$ cat src/hw/rtl/bdll_pkg.sv
`default_nettype none

package bdll_pkg;

    localparam int ACTION_W = 2;
    localparam int VALUE_W  = 32;
    localparam int POS_W    = 6;
    localparam int STATUS_W = 2;
    localparam int LEN_W    = 7;

    localparam logic [ACTION_W-1:0] ACT_INS_FRONT = 2'd0;
    localparam logic [ACTION_W-1:0] ACT_INS_BACK  = 2'd1;
    localparam logic [ACTION_W-1:0] ACT_REM_FRONT = 2'd2;
    localparam logic [ACTION_W-1:0] ACT_REM_POS   = 2'd3;

    localparam logic [STATUS_W-1:0] ST_OK    = 2'd0;
    localparam logic [STATUS_W-1:0] ST_FULL  = 2'd1;
    localparam logic [STATUS_W-1:0] ST_EMPTY = 2'd2;
    localparam logic [STATUS_W-1:0] ST_RANGE = 2'd3;

    typedef struct packed {
        logic                load;
        logic                decide;
        logic                ins_alloc;
        logic                ins_link;
        logic                walk;
        logic                unl_link;
        logic                unl_free;
        logic                result;
        logic [STATUS_W-1:0] code;
    } cmd_t;

    typedef struct packed {
        logic is_ins;
        logic full;
        logic empty;
        logic range_err;
        logic at_target;
        logic out_busy;
    } stat_t;

endpackage

`default_nettype wire

$ cat src/hw/rtl/bdll_in_if.sv
`default_nettype none

interface bdll_in_if import bdll_pkg::*; ();
    logic                       valid;
    logic                       ready;
    logic [ACTION_W-1:0]        action;
    logic signed [VALUE_W-1:0]  value;
    logic [POS_W-1:0]           position;

    modport source (output valid, output action, output value, output position, input ready);
    modport sink (input valid, input action, input value, input position, output ready);
endinterface

`default_nettype wire

$ cat src/hw/rtl/bdll_out_if.sv
`default_nettype none

interface bdll_out_if import bdll_pkg::*; ();
    logic                       valid;
    logic                       ready;
    logic [STATUS_W-1:0]        status;
    logic signed [VALUE_W-1:0]  removed_value;
    logic [LEN_W-1:0]           length;
    logic signed [VALUE_W-1:0]  front_value;

    modport source (output valid, output status, output removed_value, output length,
                    output front_value, input ready);
    modport sink (input valid, input status, input removed_value, input length,
                  input front_value, output ready);
endinterface

`default_nettype wire

$ cat src/hw/rtl/bounded_doubly_linked_list_unit.sv
`default_nettype none

// Bounded doubly linked list of signed values in a node memory of CAPACITY entries, with a
// free list. Each input transfer inserts at the front or back, removes the front, or removes
// the element at a position counted from the front; each produces one output transfer with
// status, removed value, new length and front value. A removal walks the next links through
// the node memory one hop per cycle, the front counting as position zero. The next input
// transfer can be taken in the cycle that output valid rises. One item is in work at a time;
// the output register lets the next item be taken while a result waits. No clearing pass
// after reset: the free list is grown from a high-water mark.
module bounded_doubly_linked_list_unit import bdll_pkg::*;
#(
    parameter int CAPACITY   = 64,
    parameter int DATA_WIDTH = 32
)
(
    input  wire logic  clk,
    input  wire logic  rst_n,
    bdll_in_if.sink    in_ch,
    bdll_out_if.source out_ch
);

    cmd_t  cmd;
    stat_t stat;
    logic  in_ready;

    assign in_ch.ready = in_ready;

    bdll_ctrl u_ctrl (
        .clk      (clk),
        .rst_n    (rst_n),
        .in_valid (in_ch.valid),
        .in_ready (in_ready),
        .stat     (stat),
        .cmd      (cmd)
    );

    bdll_dpath #(
        .CAPACITY   (CAPACITY),
        .DATA_WIDTH (DATA_WIDTH)
    ) u_dpath (
        .clk         (clk),
        .rst_n       (rst_n),
        .cmd         (cmd),
        .stat        (stat),
        .in_action   (in_ch.action),
        .in_value    (in_ch.value),
        .in_position (in_ch.position),
        .out_ch      (out_ch)
    );

endmodule

`default_nettype wire

$ cat src/hw/rtl/bdll_ctrl.sv
`default_nettype none

module bdll_ctrl import bdll_pkg::*;
(
    input  wire logic  clk,
    input  wire logic  rst_n,
    input  wire logic  in_valid,
    output logic       in_ready,
    input  wire stat_t stat,
    output cmd_t       cmd
);

    localparam logic [2:0] S_IDLE      = 3'd0;
    localparam logic [2:0] S_DECIDE    = 3'd1;
    localparam logic [2:0] S_INS_ALLOC = 3'd2;
    localparam logic [2:0] S_INS_LINK  = 3'd3;
    localparam logic [2:0] S_WALK      = 3'd4;
    localparam logic [2:0] S_UNL_LINK  = 3'd5;
    localparam logic [2:0] S_UNL_FREE  = 3'd6;
    localparam logic [2:0] S_RESP      = 3'd7;

    logic [2:0]          state_reg;
    logic [2:0]          state_next;
    logic [STATUS_W-1:0] code_reg;
    logic [STATUS_W-1:0] code_next;

    always_ff @(posedge clk or negedge rst_n)
    begin
        if (!rst_n)
        begin
            state_reg <= S_IDLE;
            code_reg  <= ST_OK;
        end
        else
        begin
            state_reg <= state_next;
            code_reg  <= code_next;
        end
    end

    always_comb
    begin
        state_next = state_reg;
        code_next  = code_reg;
        cmd        = '0;
        cmd.code   = code_reg;
        in_ready   = 1'b0;
        case (state_reg)
            S_IDLE:
            begin
                in_ready = 1'b1;
                if (in_valid)
                begin
                    cmd.load   = 1'b1;
                    state_next = S_DECIDE;
                end
            end
            S_DECIDE:
            begin
                cmd.decide = 1'b1;
                code_next  = ST_OK;
                if (stat.is_ins)
                begin
                    if (stat.full)
                    begin
                        code_next  = ST_FULL;
                        state_next = S_RESP;
                    end
                    else
                    begin
                        state_next = S_INS_ALLOC;
                    end
                end
                else if (stat.empty)
                begin
                    code_next  = ST_EMPTY;
                    state_next = S_RESP;
                end
                else if (stat.range_err)
                begin
                    code_next  = ST_RANGE;
                    state_next = S_RESP;
                end
                else
                begin
                    state_next = S_WALK;
                end
            end
            S_INS_ALLOC:
            begin
                cmd.ins_alloc = 1'b1;
                state_next    = S_INS_LINK;
            end
            S_INS_LINK:
            begin
                cmd.ins_link = 1'b1;
                state_next   = S_RESP;
            end
            S_WALK:
            begin
                if (stat.at_target)
                begin
                    state_next = S_UNL_LINK;
                end
                else
                begin
                    cmd.walk = 1'b1;
                end
            end
            S_UNL_LINK:
            begin
                cmd.unl_link = 1'b1;
                state_next   = S_UNL_FREE;
            end
            S_UNL_FREE:
            begin
                cmd.unl_free = 1'b1;
                state_next   = S_RESP;
            end
            S_RESP:
            begin
                if (!stat.out_busy)
                begin
                    cmd.result = 1'b1;
                    state_next = S_IDLE;
                end
            end
            default:
            begin
                state_next = S_IDLE;
            end
        endcase
    end

    // the walk only starts on a position that lies inside the list
    a_walk_in_range: assert property (@(posedge clk) disable iff (!rst_n)
        (state_reg == S_DECIDE && state_next == S_WALK) |-> (!stat.empty && !stat.range_err))
        else $error("walk started on an empty list or a bad position");

    a_accept_idle_only: assert property (@(posedge clk) disable iff (!rst_n)
        cmd.load |-> (state_reg == S_IDLE))
        else $error("transfer taken outside idle");

    a_full_only_insert: assert property (@(posedge clk) disable iff (!rst_n)
        (state_reg == S_DECIDE && code_next == ST_FULL) |-> stat.is_ins)
        else $error("full status on a removal");

endmodule

`default_nettype wire

$ cat src/hw/rtl/bdll_dpath.sv
`default_nettype none

module bdll_dpath import bdll_pkg::*;
#(
    parameter int CAPACITY   = 64,
    parameter int DATA_WIDTH = 32
)
(
    input  wire logic                      clk,
    input  wire logic                      rst_n,
    input  wire cmd_t                      cmd,
    output stat_t                          stat,
    input  wire logic [ACTION_W-1:0]       in_action,
    input  wire logic signed [VALUE_W-1:0] in_value,
    input  wire logic [POS_W-1:0]          in_position,
    bdll_out_if.source                     out_ch
);

    localparam int PW   = $clog2(CAPACITY + 1);
    localparam int AW   = $clog2(CAPACITY);
    localparam int CMPW = (PW > POS_W) ? PW : POS_W;
    localparam logic [PW-1:0] NIL = PW'(CAPACITY);

    logic [PW-1:0]         next_mem [CAPACITY];
    logic [PW-1:0]         prev_mem [CAPACITY];
    logic [DATA_WIDTH-1:0] val_mem  [CAPACITY];

    logic [ACTION_W-1:0]   act_reg;
    logic [DATA_WIDTH-1:0] val_reg;
    logic [POS_W-1:0]      target_reg;
    logic [PW-1:0]         head_reg;
    logic [PW-1:0]         tail_reg;
    logic [PW-1:0]         free_reg;
    logic [PW-1:0]         fresh_reg;
    logic [PW-1:0]         count_reg;
    logic [DATA_WIDTH-1:0] front_reg;
    logic [PW-1:0]         cur_reg;
    logic [POS_W-1:0]      k_reg;
    logic [DATA_WIDTH-1:0] removed_reg;
    logic [PW-1:0]         rd_next_reg;
    logic [PW-1:0]         rd_prev_reg;
    logic [DATA_WIDTH-1:0] rd_val_reg;

    logic                  out_valid_reg;
    logic [STATUS_W-1:0]   out_status_reg;
    logic [VALUE_W-1:0]    out_removed_reg;
    logic [LEN_W-1:0]      out_length_reg;
    logic [VALUE_W-1:0]    out_front_reg;

    logic                  is_ins;
    logic                  is_front;
    logic [PW-1:0]         start_node;
    logic [PW-1:0]         rd_addr;
    logic                  link_rd_en;
    logic                  val_rd_en;
    logic                  next_we;
    logic [PW-1:0]         next_wa;
    logic [PW-1:0]         next_wd;
    logic                  prev_we;
    logic [PW-1:0]         prev_wa;
    logic [PW-1:0]         prev_wd;
    logic [63:0]           in_wide;
    logic [63:0]           removed_ext;
    logic [63:0]           front_ext;

    assign is_ins     = (act_reg == ACT_INS_FRONT) || (act_reg == ACT_INS_BACK);
    assign is_front   = (act_reg == ACT_INS_FRONT);
    assign start_node = is_ins ? free_reg : head_reg;
    assign rd_addr    = cmd.decide ? start_node : rd_next_reg;
    assign link_rd_en = cmd.decide | cmd.walk;
    assign val_rd_en  = link_rd_en | cmd.unl_link;

    assign in_wide     = 64'(in_value);
    assign removed_ext = 64'(signed'(removed_reg));
    assign front_ext   = 64'(signed'(front_reg));

    assign stat.is_ins    = is_ins;
    assign stat.full      = (count_reg == NIL);
    assign stat.empty     = (count_reg == '0) || (head_reg == NIL);
    assign stat.range_err = CMPW'(target_reg) >= CMPW'(count_reg);
    assign stat.at_target = (k_reg == target_reg);
    assign stat.out_busy  = out_valid_reg && !out_ch.ready;

    always_comb
    begin
        next_we = 1'b0;
        next_wa = cur_reg;
        next_wd = NIL;
        if (cmd.ins_alloc)
        begin
            next_we = 1'b1;
            next_wd = is_front ? head_reg : NIL;
        end
        else if (cmd.ins_link && !is_front && tail_reg != NIL)
        begin
            next_we = 1'b1;
            next_wa = tail_reg;
            next_wd = cur_reg;
        end
        else if (cmd.unl_link && rd_prev_reg != NIL)
        begin
            next_we = 1'b1;
            next_wa = rd_prev_reg;
            next_wd = rd_next_reg;
        end
        else if (cmd.unl_free)
        begin
            next_we = 1'b1;
            next_wd = free_reg;
        end
    end

    always_comb
    begin
        prev_we = 1'b0;
        prev_wa = cur_reg;
        prev_wd = NIL;
        if (cmd.ins_alloc)
        begin
            prev_we = 1'b1;
            prev_wd = is_front ? NIL : tail_reg;
        end
        else if (cmd.ins_link && is_front && head_reg != NIL)
        begin
            prev_we = 1'b1;
            prev_wa = head_reg;
            prev_wd = cur_reg;
        end
        else if (cmd.unl_link && rd_next_reg != NIL)
        begin
            prev_we = 1'b1;
            prev_wa = rd_next_reg;
            prev_wd = rd_prev_reg;
        end
    end

    // node memories, read-first
    always_ff @(posedge clk)
    begin
        if (next_we)
        begin
            next_mem[next_wa[AW-1:0]] <= next_wd;
        end
        if (prev_we)
        begin
            prev_mem[prev_wa[AW-1:0]] <= prev_wd;
        end
        if (cmd.ins_alloc)
        begin
            val_mem[cur_reg[AW-1:0]] <= val_reg;
        end
        if (link_rd_en)
        begin
            rd_next_reg <= next_mem[rd_addr[AW-1:0]];
            rd_prev_reg <= prev_mem[rd_addr[AW-1:0]];
        end
        if (val_rd_en)
        begin
            rd_val_reg <= val_mem[rd_addr[AW-1:0]];
        end
    end

    always_ff @(posedge clk)
    begin
        if (cmd.load)
        begin
            act_reg    <= in_action;
            val_reg    <= in_wide[DATA_WIDTH-1:0];
            target_reg <= (in_action == ACT_REM_POS) ? in_position : '0;
        end
        if (cmd.decide)
        begin
            cur_reg <= start_node;
            k_reg   <= '0;
        end
        else if (cmd.walk)
        begin
            cur_reg <= rd_next_reg;
            k_reg   <= k_reg + 1'b1;
        end
        if (cmd.unl_link)
        begin
            removed_reg <= rd_val_reg;
        end
    end

    always_ff @(posedge clk or negedge rst_n)
    begin
        if (!rst_n)
        begin
            head_reg  <= NIL;
            tail_reg  <= NIL;
            free_reg  <= '0;
            fresh_reg <= '0;
            count_reg <= '0;
            front_reg <= '0;
        end
        else
        begin
            if (cmd.ins_alloc)
            begin
                // nodes at or above fresh_reg have never been linked
                if (cur_reg == fresh_reg)
                begin
                    free_reg  <= cur_reg + 1'b1;
                    fresh_reg <= fresh_reg + 1'b1;
                end
                else
                begin
                    free_reg <= rd_next_reg;
                end
            end
            if (cmd.ins_link)
            begin
                count_reg <= count_reg + 1'b1;
                if (is_front)
                begin
                    if (head_reg == NIL)
                    begin
                        tail_reg <= cur_reg;
                    end
                    head_reg  <= cur_reg;
                    front_reg <= val_reg;
                end
                else
                begin
                    if (tail_reg == NIL)
                    begin
                        head_reg  <= cur_reg;
                        front_reg <= val_reg;
                    end
                    tail_reg <= cur_reg;
                end
            end
            if (cmd.unl_link)
            begin
                count_reg <= count_reg - 1'b1;
                if (rd_prev_reg == NIL)
                begin
                    head_reg <= rd_next_reg;
                end
                if (rd_next_reg == NIL)
                begin
                    tail_reg <= rd_prev_reg;
                end
            end
            if (cmd.unl_free)
            begin
                free_reg <= cur_reg;
                // rd_val_reg holds the successor's value here
                if (rd_prev_reg == NIL)
                begin
                    front_reg <= (rd_next_reg == NIL) ? '0 : rd_val_reg;
                end
            end
        end
    end

    always_ff @(posedge clk or negedge rst_n)
    begin
        if (!rst_n)
        begin
            out_valid_reg <= 1'b0;
        end
        else if (cmd.result)
        begin
            out_valid_reg <= 1'b1;
        end
        else if (out_ch.ready)
        begin
            out_valid_reg <= 1'b0;
        end
    end

    always_ff @(posedge clk)
    begin
        if (cmd.result)
        begin
            out_status_reg  <= cmd.code;
            out_removed_reg <= (cmd.code == ST_OK && !is_ins) ? removed_ext[VALUE_W-1:0] : '0;
            out_length_reg  <= LEN_W'(count_reg);
            out_front_reg   <= front_ext[VALUE_W-1:0];
        end
    end

    assign out_ch.valid         = out_valid_reg;
    assign out_ch.status        = out_status_reg;
    assign out_ch.removed_value = out_removed_reg;
    assign out_ch.length        = out_length_reg;
    assign out_ch.front_value   = out_front_reg;

    a_count_bound: assert property (@(posedge clk) disable iff (!rst_n)
        count_reg <= NIL)
        else $error("element count above capacity");

    a_head_tail_null: assert property (@(posedge clk) disable iff (!rst_n)
        (head_reg == NIL) == (tail_reg == NIL))
        else $error("head and tail disagree on empty");

    a_empty_head: assert property (@(posedge clk) disable iff (!rst_n)
        (count_reg == '0) == (head_reg == NIL))
        else $error("count and head disagree on empty");

    a_insert_count: assert property (@(posedge clk) disable iff (!rst_n)
        cmd.ins_link |=> (count_reg == $past(count_reg) + 1'b1))
        else $error("insert did not bump the count");

endmodule

`default_nettype wire

$ cat src/flat_wrapper.sv
// flat-port wrapper written by rule: the top's interface ports become plain ports
module bounded_doubly_linked_list_unit_flat import bdll_pkg::*;
#(
    parameter int CAPACITY   = 64,
    parameter int DATA_WIDTH = 32
)
  (clk, rst_n, in_ch_valid, in_ch_action, in_ch_value, in_ch_position, in_ch_ready, out_ch_valid, out_ch_status, out_ch_removed_value, out_ch_length, out_ch_front_value, out_ch_ready);
  bdll_in_if in_ch_i ();
  bdll_out_if out_ch_i ();
  input  wire logic clk;
  input  wire logic rst_n;
  input wire logic [$bits(in_ch_i.valid)-1:0] in_ch_valid;
  input wire logic [$bits(in_ch_i.action)-1:0] in_ch_action;
  input wire logic [$bits(in_ch_i.value)-1:0] in_ch_value;
  input wire logic [$bits(in_ch_i.position)-1:0] in_ch_position;
  output wire logic [$bits(in_ch_i.ready)-1:0] in_ch_ready;
  output wire logic [$bits(out_ch_i.valid)-1:0] out_ch_valid;
  output wire logic [$bits(out_ch_i.status)-1:0] out_ch_status;
  output wire logic [$bits(out_ch_i.removed_value)-1:0] out_ch_removed_value;
  output wire logic [$bits(out_ch_i.length)-1:0] out_ch_length;
  output wire logic [$bits(out_ch_i.front_value)-1:0] out_ch_front_value;
  input wire logic [$bits(out_ch_i.ready)-1:0] out_ch_ready;
  assign in_ch_i.valid = in_ch_valid;
  assign in_ch_i.action = in_ch_action;
  assign in_ch_i.value = in_ch_value;
  assign in_ch_i.position = in_ch_position;
  assign in_ch_ready = in_ch_i.ready;
  assign out_ch_valid = out_ch_i.valid;
  assign out_ch_status = out_ch_i.status;
  assign out_ch_removed_value = out_ch_i.removed_value;
  assign out_ch_length = out_ch_i.length;
  assign out_ch_front_value = out_ch_i.front_value;
  assign out_ch_i.ready = out_ch_ready;
  bounded_doubly_linked_list_unit #(.CAPACITY(CAPACITY), .DATA_WIDTH(DATA_WIDTH)) u_core (.clk(clk), .rst_n(rst_n), .in_ch(in_ch_i), .out_ch(out_ch_i));
endmodule
$ cat config.mk
export PLATFORM = sky130hd
export DESIGN_NAME = bounded_doubly_linked_list_unit_flat
export DESIGN_NICKNAME = d
export VERILOG_FILES = /design/src/hw/rtl/bdll_pkg.sv /design/src/hw/rtl/bdll_in_if.sv /design/src/hw/rtl/bdll_out_if.sv /design/src/hw/rtl/bounded_doubly_linked_list_unit.sv /design/src/hw/rtl/bdll_ctrl.sv /design/src/hw/rtl/bdll_dpath.sv /design/src/flat_wrapper.sv
export SDC_FILE = /design/constraint.sdc
export NUM_CORES = 2
export LEC_CHECK = 0
export ABC_AREA = 1
export BUFFER_PORTS_ARGS = -buffer_cell sky130_fd_sc_hd__buf_2
export CAP_MARGIN = 10
export CORE_MARGIN = 5
export CORE_UTILIZATION = 63
export CTS_CLUSTER_SIZE = 16
export DETAILED_ROUTE_END_ITERATION = 8
export GPL_ROUTABILITY_DRIVEN = 0
export PLACE_DENSITY_LB_ADDON = 0.1
export SETUP_SLACK_MARGIN = 0.5
export SLEW_MARGIN = 20
export SYNTH_ARGS = -nofsm -noshare
export SYNTH_HDL_FRONTEND = slang
export SYNTH_SLANG_ARGS = --single-unit
$ cat constraint.sdc
create_clock -name clk -period 5.95 [get_ports clk]
set_input_delay 0.595 -clock clk [delete_from_list [all_inputs] [get_ports clk]]
set_output_delay 0.595 -clock clk [all_outputs]
set_load 0.01 [all_outputs]
==> results.toml <==
[synthesis]
synthFlopType = "edfxtp_1"
synth_cells = 13500
ys_warn_count = 0
synth.avg_cell_area_um2 = 10.4
ys_ff_latch = 3221
ys_async_sr_fraction_pct = 2.27
synth_area_mm2 = 0.141
synth_edf_count = 3142
synth_fp_nets = 13500
seq_area_frac_synth_pct = 68.4
synth.distinct_cells = 49

[cells_and_area]
fill_cells = 15800
multi_input_area_mm2 = 0.0315
regArea_mm2 = 0.0963
fin_nets = 13600
synthToLayoutAreaGrowth_pct = 10.6
layout.cells.non_filler = 16700
largest_reg_flops = 2048
postLayoutCoreUtil_pct = 70.1
drive_above_1_share_pct = 6.86

[sta]
worst_pin_slew_ps = 1140
fmax_mhz = 209
fin_setup_tns_ps = 0
post-route-period-util_pct = 80.5
clock_skew_ps = 44.8
grt_setup_unrepaired = "no"
setup_viol = 0
final-hold-violation-count = 0
slew_headroom_pct = 23.7
holdWs_ps = 54.4
slew_violations = 0
finalWorstPathRequiredPeriod_ps = 4790

[die]
placementRows = 173
die_w_um = 483
fp.dieH_um = 483
die-area_mm2 = 0.233
start_util_pct = 63.3
pin_count = 119
core_mm2 = 0.222

[placement]
io_buffers = 118
placed_cells = 16100
hpwl_um = 223000

[global_routing]
grt_use_total_pct = 34.9
grt_max_degree = 168
antenna_found_initial = 21
grt_pass1_vias = 94500
grt_pass1_wl_um = 602000
grt_overflow = 0

[clocking]
clkLatencyLatePin_ps = 960
cts_made_buffers = 340
cts_resized = 0
cts.path.max_buffers = 4
cts_sinks = 3221
cts_tree = "done"
h-tree-depth = 5
cts_root_buf = "clkbuf_16"
cts.clk_slew.worst_paths_ps = 60

[pwr]
combPwrFrac_pct = 43.7
peakVddDrop_v = 0.000999
p_clk_share_pct = 23.1
p_seq_share_pct = 33.2
swShare_pct = 43.8
leakagePower_nw = 65.0
cell_internal_pwr_w = 0.0489
switchingPower_w = 0.0380
pwr_density_cell_mw_per_mm2 = 558
finalPower_w = 0.0869

[setup_path]
critPathKind = "reg2reg"
arrival_ps = 5470
cp_max_fo = 160
startpoint_type = "flop"
end_kind = "flop"
cp.required_ps = 6630

[routing]
dr.first_iter.drc_count = 15600
wl_per_cell_um = 24.5
dr_total_vias = 99600
drc = 10
firstDrtPassIters = 9
viasPerCell = 5.95
drtAntennaViolNets = 0
routed_wl_um = 410000

[status]
status = "complete, but fails checks"
violations = "design-rule violations"

[run]
drv_cap = 0

[hold_path]
hold_path.class = "in2reg"
==> kinds of logic (layout without fill, tap and decap cells) <==
kind of cell / Yosys count / after routing / share of synthesized area (%)
flops: 3221 / 3221 / 68.4
other cells: 0 / 11 / 0
mux: 1 / 1 / 0.00800
simple gates: 6515 / 6515 / 20.7
compound gates: 200 / 200 / 0.832
fa+ha+maj: 15 / 15 / 0.139
xor+xnor: 21 / 21 / 0.131
buf+inv: 3504 / 3763 / 9.82
==> cells in the mapped netlist (7+ instances only) <==
library cell,instances,area share [%]
o22ai_1,7,0.031
nand2_1,2859,7.6
nand3_1,3156,11
xor2_1,15,0.093
o221ai_1,12,0.075
o211ai_1,20,0.11
o21ai_0,113,0.40
buf_4,19,0.10
nand4_1,8,0.036
ha_1,14,0.12
edfxtp_1,3142,67
buf_2,445,1.6
nand3b_1,138,0.74
nor3_1,16,0.057
inv_1,2762,7.4
clkbuf_1,210,0.56
buf_1,54,0.14
dfrtp_1,71,1.3
a21oi_1,24,0.085
nor2_1,308,0.82
==> area by class of cell <==
type | instances | area share [%]
antenna | 11 | 0.0177
clock buffer | 431 | 5.83
clock inverter | 156 | 0.793
inverter | 2770 | 6.69
multi-input combinational | 6752 | 20.2
sequential | 3221 | 61.8
tap | 2975 | 2.39
timing repair buffer | 406 | 2.23
==> stage by stage <==
step / cell area [um^2] / worst slack [ps]
after floorplan: 141000 / 980
after global placement: 145000 / 1430
after detailed placement: 145000 / 1480
after CTS: 156000 / 1380
after global routing: 156000 / 1180
final: 156000 / 1160
==> per-layer routing <==
layer / vias up / GRT usage [%] / share of wire (%)
met1: 47400 / 49.7 / 38
met4: 0 / 15.7 / 5.0
li1: 44200 / - / -
met2: 6828 / 51.7 / 44
met5: - / 0 / 0
met3: 1095 / 8.54 / 14
==> repair_timing <==
action / CTS / global route
hold buffers: 39 / 0
buffers inserted: 0 / 0
hold endpoints to repair: 71 / 0
==> final timing paths <==
| kind | startpoint | end | slack, ps | depth (start not counted) |
|---|---|---|---|---|
| max in group asynchronous | rst_n | u_core.u_dpath.fresh_reg[0] | 4700 | 3 |
| max | u_core.u_ctrl.state_reg[2] | u_core.u_dpath.rd_val_reg[27] | 1160 | 12 |
| min in group asynchronous | rst_n | u_core.u_dpath.out_ch.valid | 160 | 2 |
| max reg2reg | u_core.u_ctrl.state_reg[2] | u_core.u_dpath.rd_val_reg[27] | 1160 | 12 |
| min | in_ch_position[4] | u_core.u_dpath.target_reg[4] | 50 | 3 |
| min reg2reg | u_core.u_dpath.front_reg[17] | u_core.u_dpath.out_ch.front_value[17] | 430 | 0 |
==> worst max-delay path: stages, from the launching register on <==
cell	delay (ps)
dfrtp_1	510
inv_2	140
nand3_2	500
nand2_8	400
nand2_4	570
buf_12	480
nand2_1	170
nand3_1	130
nand3_1	90
nand3_1	120
nand3_1	460
nand3_1	500
nand2_1	80
==> power by group through the flow <==
stage                     sequential (W)  combinational (W)  clock, W
after floorplan                   0.0290             0.0228         0
after global placement            0.0292             0.0364         0
after detailed placement          0.0292             0.0369         0
after CTS                         0.0287             0.0371    0.0202
after global routing              0.0288             0.0404    0.0212
final                             0.0288             0.0380    0.0201
==> cell usage in the layout, fill, tap and decap left out, drive strengths merged, types with 2 or more instances in the layout <==
| master | synthesis | routed |
|---|---|---|
| dfxtp | 6 | 6 |
| nand3b | 138 | 138 |
| bufinv | 0 | 20 |
| ha | 14 | 14 |
| o211ai | 20 | 20 |
| clkbuf | 212 | 431 |
| o22ai | 7 | 7 |
| xnor2 | 6 | 6 |
| o2111ai | 6 | 6 |
| clkinvlp | 0 | 4 |
| dfstp | 2 | 2 |
| o221ai | 12 | 12 |
| nand4 | 8 | 8 |
| xor2 | 15 | 15 |
| diode | 0 | 11 |
| nand3 | 3162 | 3162 |
| or2 | 3 | 3 |
| nand2 | 2868 | 2868 |
| o21ai | 121 | 121 |
| inv | 2767 | 2768 |
| a31oi | 4 | 4 |
| nor3b | 3 | 3 |
| dfrtp | 71 | 71 |
| nor4 | 3 | 3 |
| buf | 522 | 367 |
| dlygate4sd3 | 0 | 39 |
| clkinv | 3 | 134 |
| nor2 | 313 | 313 |
| edfxtp | 3142 | 3142 |
| nor3 | 16 | 16 |
| a21oi | 25 | 25 |
| o21a | 3 | 3 |
No activity file was read; power rests on OpenSTA's default activity.
